===== config.mk =====
export PLATFORM = sky130hd
export DESIGN_NAME = trbs_ctrl
export DESIGN_NICKNAME = d
export VERILOG_FILES = /design/src/trbs_pkg.sv /design/src/trbs_ctrl.sv
export SDC_FILE = /design/constraint.sdc
export NUM_CORES = 1
export LEC_CHECK = 0
export BUFFER_PORTS_ARGS = -buffer_cell sky130_fd_sc_hd__buf_2
export CORE_AREA = 2 2 39 41
export CTS_BUF_LIST = sky130_fd_sc_hd__clkbuf_8
export DETAILED_ROUTE_END_ITERATION = 8
export DIE_AREA = 0 0 41 43
export SYNTH_ARGS = -nofsm -noshare
export SYNTH_HDL_FRONTEND = slang
export SYNTH_SLANG_ARGS = --single-unit

===== constraint.sdc =====
create_clock -name clk_i -period 1.5 [get_ports clk_i]
set_clock_uncertainty 0.15 [all_clocks]
set_input_delay 0.15 -clock clk_i [delete_from_list [all_inputs] [get_ports clk_i]]
set_output_delay 0.15 -clock clk_i [all_outputs]
set_load 0.05 [all_outputs]

===== src/trbs_pkg.sv =====
`default_nettype none
// ----------------------------------------------------------------------------
// trbs_pkg: shared types and constants for the typed range binary search
// Table geometry, pointer widths, item mode codes, controller states and the
// command/status bundles between the controller and the datapath.
// ----------------------------------------------------------------------------
package trbs_pkg;

  localparam int TableDepth = 1024;
  localparam int IdxW       = $clog2(TableDepth);
  localparam int RightW     = IdxW + 1;       // signed right bound, -1 = empty
  localparam int PtrW       = IdxW + 2;       // signed working pointers
  localparam int TypeW      = 8;
  localparam int ValW       = 32;

  localparam logic signed [PtrW-1:0] PtrOne = 1;

  localparam logic ModeWrite  = 1'b0;
  localparam logic ModeSearch = 1'b1;

  typedef enum logic [2:0] {
    StIdle,
    StLoop,
    StProbeRd,
    StProbeChk,
    StFinRd,
    StFinChk,
    StDone
  } trbs_state_e;

  typedef struct packed {
    logic write_entry;
    logic load_search;
    logic start_probe;
    logic mem_read;
    logic probe_check;
    logic final_init;
    logic final_check;
    logic load_out;
  } trbs_cmd_t;

  typedef struct packed {
    logic lo_le_hi;       // window still open
    logic type_hit;       // read entry carries the search type
    logic probe_more;     // scan pointer minus one still >= lo
    logic matched;        // some typed entry was probed
    logic right_gt_left;  // final scan has slots to visit
    logic final_more;     // scan pointer minus one still > left
  } trbs_stat_t;

endpackage
`default_nettype wire


===== src/trbs_ctrl.sv =====
`default_nettype none
// ----------------------------------------------------------------------------
// trbs_ctrl: controller of the typed range binary search
// Sequences table writes, probes, the final downward scan and the result
// hand-off; owns the stream handshakes.
// ----------------------------------------------------------------------------
module trbs_ctrl (
  input  logic                 clk_i,
  input  logic                 rst_ni,
  input  logic                 s_valid_i,
  output logic                 s_ready_o,
  input  logic                 mode_i,
  output logic                 m_valid_o,
  input  logic                 m_ready_i,
  input  trbs_pkg::trbs_stat_t stat_i,
  output trbs_pkg::trbs_cmd_t  cmd_o
);
  import trbs_pkg::*;

  trbs_state_e state_q, state_d;
  logic        out_valid_q, out_valid_d;
  logic        s_acc;
  logic        out_free;

  assign s_ready_o = (state_q == StIdle);
  assign s_acc     = s_valid_i && s_ready_o;
  assign out_free  = !out_valid_q || m_ready_i;
  assign m_valid_o = out_valid_q;

  always_comb begin
    state_d = state_q;
    case (state_q)
      StIdle: begin
        if (s_acc && (mode_i == ModeSearch)) begin
          state_d = StLoop;
        end
      end
      StLoop: begin
        if (stat_i.lo_le_hi) begin
          state_d = StProbeRd;
        end else if (stat_i.matched && stat_i.right_gt_left) begin
          state_d = StFinRd;
        end else begin
          state_d = StDone;
        end
      end
      StProbeRd: state_d = StProbeChk;
      StProbeChk: begin
        if (stat_i.type_hit || !stat_i.probe_more) begin
          state_d = StLoop;
        end else begin
          state_d = StProbeRd;
        end
      end
      StFinRd: state_d = StFinChk;
      StFinChk: begin
        if (stat_i.type_hit || !stat_i.final_more) begin
          state_d = StDone;
        end else begin
          state_d = StFinRd;
        end
      end
      StDone: begin
        if (out_free) begin
          state_d = StIdle;
        end
      end
      default: state_d = StIdle;
    endcase
  end

  always_comb begin
    cmd_o = '0;
    case (state_q)
      StIdle: begin
        cmd_o.write_entry = s_acc && (mode_i == ModeWrite);
        cmd_o.load_search = s_acc && (mode_i == ModeSearch);
      end
      StLoop: begin
        cmd_o.start_probe = stat_i.lo_le_hi;
        cmd_o.final_init  = !stat_i.lo_le_hi;
      end
      StProbeRd:  cmd_o.mem_read    = 1'b1;
      StProbeChk: cmd_o.probe_check = 1'b1;
      StFinRd:    cmd_o.mem_read    = 1'b1;
      StFinChk:   cmd_o.final_check = 1'b1;
      StDone:     cmd_o.load_out    = out_free;
      default:    cmd_o = '0;
    endcase
  end

  always_comb begin
    out_valid_d = out_valid_q;
    if (m_ready_i) begin
      out_valid_d = 1'b0;
    end
    if (cmd_o.load_out) begin
      out_valid_d = 1'b1;
    end
  end

  always_ff @(posedge clk_i or negedge rst_ni) begin
    if (!rst_ni) begin
      state_q     <= StIdle;
      out_valid_q <= 1'b0;
    end else begin
      state_q     <= state_d;
      out_valid_q <= out_valid_d;
    end
  end

endmodule
`default_nettype wire


==> impl_results.md <==
- Final Instance Area: 604.3 sq um
- Outcome: complete, but fails checks
- # H-tree levels: 1
- Yosys warns: 0
- Max layer used: met4
- Worst-margin pin slew: between 0.2 and 0.25 ns
- Library cells used by synthesis: 25
- Post-Synth Adder-Cell Area: 0
- WL/cell: 11.80 um
- Layout cell share with drive strength beyond 1: 0.6462
- Worst setup margin: -0.07152 ns
- Synth Area in Compound Gates: 0.2214
- Routed wl met2: 506 um
- Final Hold Viols: 0
- First-pass DRT Iterations: 2
- P_leak: between 0.2 and 0.3 nW
- Root buf cell: clkbuf_8
- CTS tree: yes
- Cells after synthesis: 39
- Switching share of power: 0.4913
- Full die area: 1763 sq um
- Post-synth ARST share: 1.000
- Critical Path AT: around 1.3 ns
- Vias per cell: 4.654
- IO Count: 21
- VDD IR-drop max: 0.0009447 V
- Yosys top cell area share: 0.3053
- Initial antenna violation count: 0
- Die Ht: around 43 um
- Syn Nets: 50
- Area occupied by multi-input gates: 217.7 sq um
- Combinational share of power: 0.643
- Drc violations: 0
- Via count: 377
- RSZ-0062 raised after global routing: true
- Largest net degree at the start of global routing: 9
- Int Pwr: 0.7335 mW
- Final Slew Violations: 0
- Area contributors post-synth: dfrtp_1 31%, inv_1 4.6%, o21a_1 4.6%
- Total detailed-routing wirelength: 956 um
- Clock share of power: 0.165
- Total gr overflow: 0
- Initial Util: 0.2369
- Pwr Density: 2386 nW/um^2
- Worst skew pair latency: 0.22 ns
- Final setup fails: 5
- Metal-1 WL: 386 um
- Port buffer count: 20
- Global-route wire length before repair: 1462 um
- EDFF count, synth: 0
- Synth Area in XOR/XNOR: 0.02672
- Placer Congestion: 0.6935
- Mux contribution to synthesized area: 0
- Switching pwr: just over 0.7 mW
- Post-DRT Antenna Nets: 0
- Placed cell areas: 469.2 sq um
- FF+latch area: 105.1 sq um
- Synth-to-layout area growth: 84.35%
- Max-Cap Viols: 0
- Number of DRC markers in iteration 0: 3
- Diodes inserted: 0
- Clock Tree Buf Depth: 2
- GRT Total Usage: 0.1331
- Final nets: 77
- FILL cells: 130
- Register bit total from synthesis: 4
- Main synth FF type: dfrtp_1
- Met3 wire len: 47 um
- Tcrit/Tclk final: 1.048
- HPWL Detailed: 627.6 um
- Simple-Gate Fraction of Synth Area: 0.3130
- Cell taking the most area after synthesis: dfrtp_1
- Sequential area share after synthesis: 0.3053
- CP required: roughly 1.2 ns
- # rows: 14
- Largest fanout on the critical path: 7
- Part of the power in registers: 0.193
- Mapped Avg Cell Area: 8.405 sq um
- Largest family of logic cells by synthesized area: simple AND/OR/NAND/NOR gates
- Die width: 41 um
- Clock Sinks: 4
- CTS clk-pin slew, worst paths: 0.04 ns
- Synthesized area: roughly 330 sq um
- Crit Path Class: flop to output pin
- Failing checks: negative setup slack
- Post-synth top cells: 4 x dfrtp_1, 4 x inv_1, 3 x nand2_1, 3 x nor2_1
- Min-Delay Path Class: primary input to flop
- Setup crit end kind: output pin
- Min cycle time layout: 1.572 ns
- Maximum clock frequency: 636.3 MHz
- Core area: 1384 sq um
- CTS buffer count: 3
- R2r setup slk: 0.06 ns
- Vias in the first global route: 346
- Startpoint types: flop
- Pre-CTS setup slack: -0.002178 ns
- Max-Slew Margin vs Limit: 0.8347
logic make-up (layout without fill, tap and decap cells):
| family | after synthesis | count (layout) |
|---|---|---|
| AO/OA/AOI/OAI | 9 | 9 |
| XOR/XNOR | 1 | 1 |
| buffers and inverters | 8 | 34 |
| flip-flops | 4 | 4 |
| AND/OR/NAND/NOR | 17 | 17 |
layout make-up:
cell class	count	area share
clock buffer	3	0.06832
tap	16	0.03313
multi-input combinational	27	0.3602
clock inverter	1	0.006211
sequential	4	0.1739
timing repair buffer	26	0.3333
inverter	4	0.02484
critical path, stage by stage (launching register included):
cell,delay (ns)
dfrtp_2,0.46
nor3_4,0.22
and3_4,0.22
buf_8,0.14
final timing paths:
| kind | from | to | cells after the start |
|---|---|---|---|
| setup reg to reg | state_q[0] | state_q[1] | 4 |
| hold / removal | m_ready_i | m_valid_o | 3 |
| setup / recovery | state_q[1] | cmd_o[6] | 3 |
| hold reg to reg | state_q[0] | state_q[2] | 1 |
| min in group asynchronous | rst_ni | m_valid_o | 2 |
| max in group asynchronous | rst_ni | state_q[0] | 2 |
stage by stage:
step                      hold WS [ns]    util  power, mW  instances   TNS [ns]
after global placement         -0.1901  0.3391      1.050         74          0
after global routing           0.08755  0.4367      1.520         81    -0.5923
after floorplan                -0.2956       -     0.9218         39    -0.5344
after CTS                      0.06559  0.4286      1.426         80    -0.2567
final                          0.06075  0.4367      1.442         81    -0.2736
after detailed placement       -0.1873  0.3391      1.052         74  -0.003551
per-layer routing:
layer  GRT usage  vias to the layer above
met5           0                        -
met4     0.08000                        0
met3     0.04712                        3
met2      0.2063                       13
met1      0.1466                      175
li1            -                      186
sequential cells by signal, summed over array words and instances, names as in the netlist:
signal / flops
m_valid_o: 1
state_q: 3
power groups by stage:
stage | Sequential [mW] | Combinational [mW] | Clock, mW
after floorplan | 0.217 | 0.705 | 0
after global placement | 0.255 | 0.795 | 0
after detailed placement | 0.256 | 0.796 | 0
after CTS | 0.273 | 0.912 | 0.241
after global routing | 0.286 | 0.983 | 0.252
final | 0.278 | 0.927 | 0.237
placed cells by master, fill, tap and decap left out, types with 2 or more instances in the layout:
| master | count |
|---|---|
| buf_6 | 7 |
| buf_2 | 12 |
| buf_4 | 5 |
| a21oi_1 | 2 |
| o21a_1 | 2 |
| clkbuf_8 | 3 |
| and2_1 | 2 |
| inv_1 | 4 |
| nor2_1 | 2 |
| dfrtp_2 | 4 |
| nand2_1 | 2 |
what timing repair did:
item,in CTS,in global routing
pin swaps,2,1
hold buffers,1,0
endpoints found under the setup margin,9,9
buffers inserted,1,1
endpoints found under the hold margin,4,0
resized for setup,21,2
No activity file was read; power rests on OpenSTA's default activity.
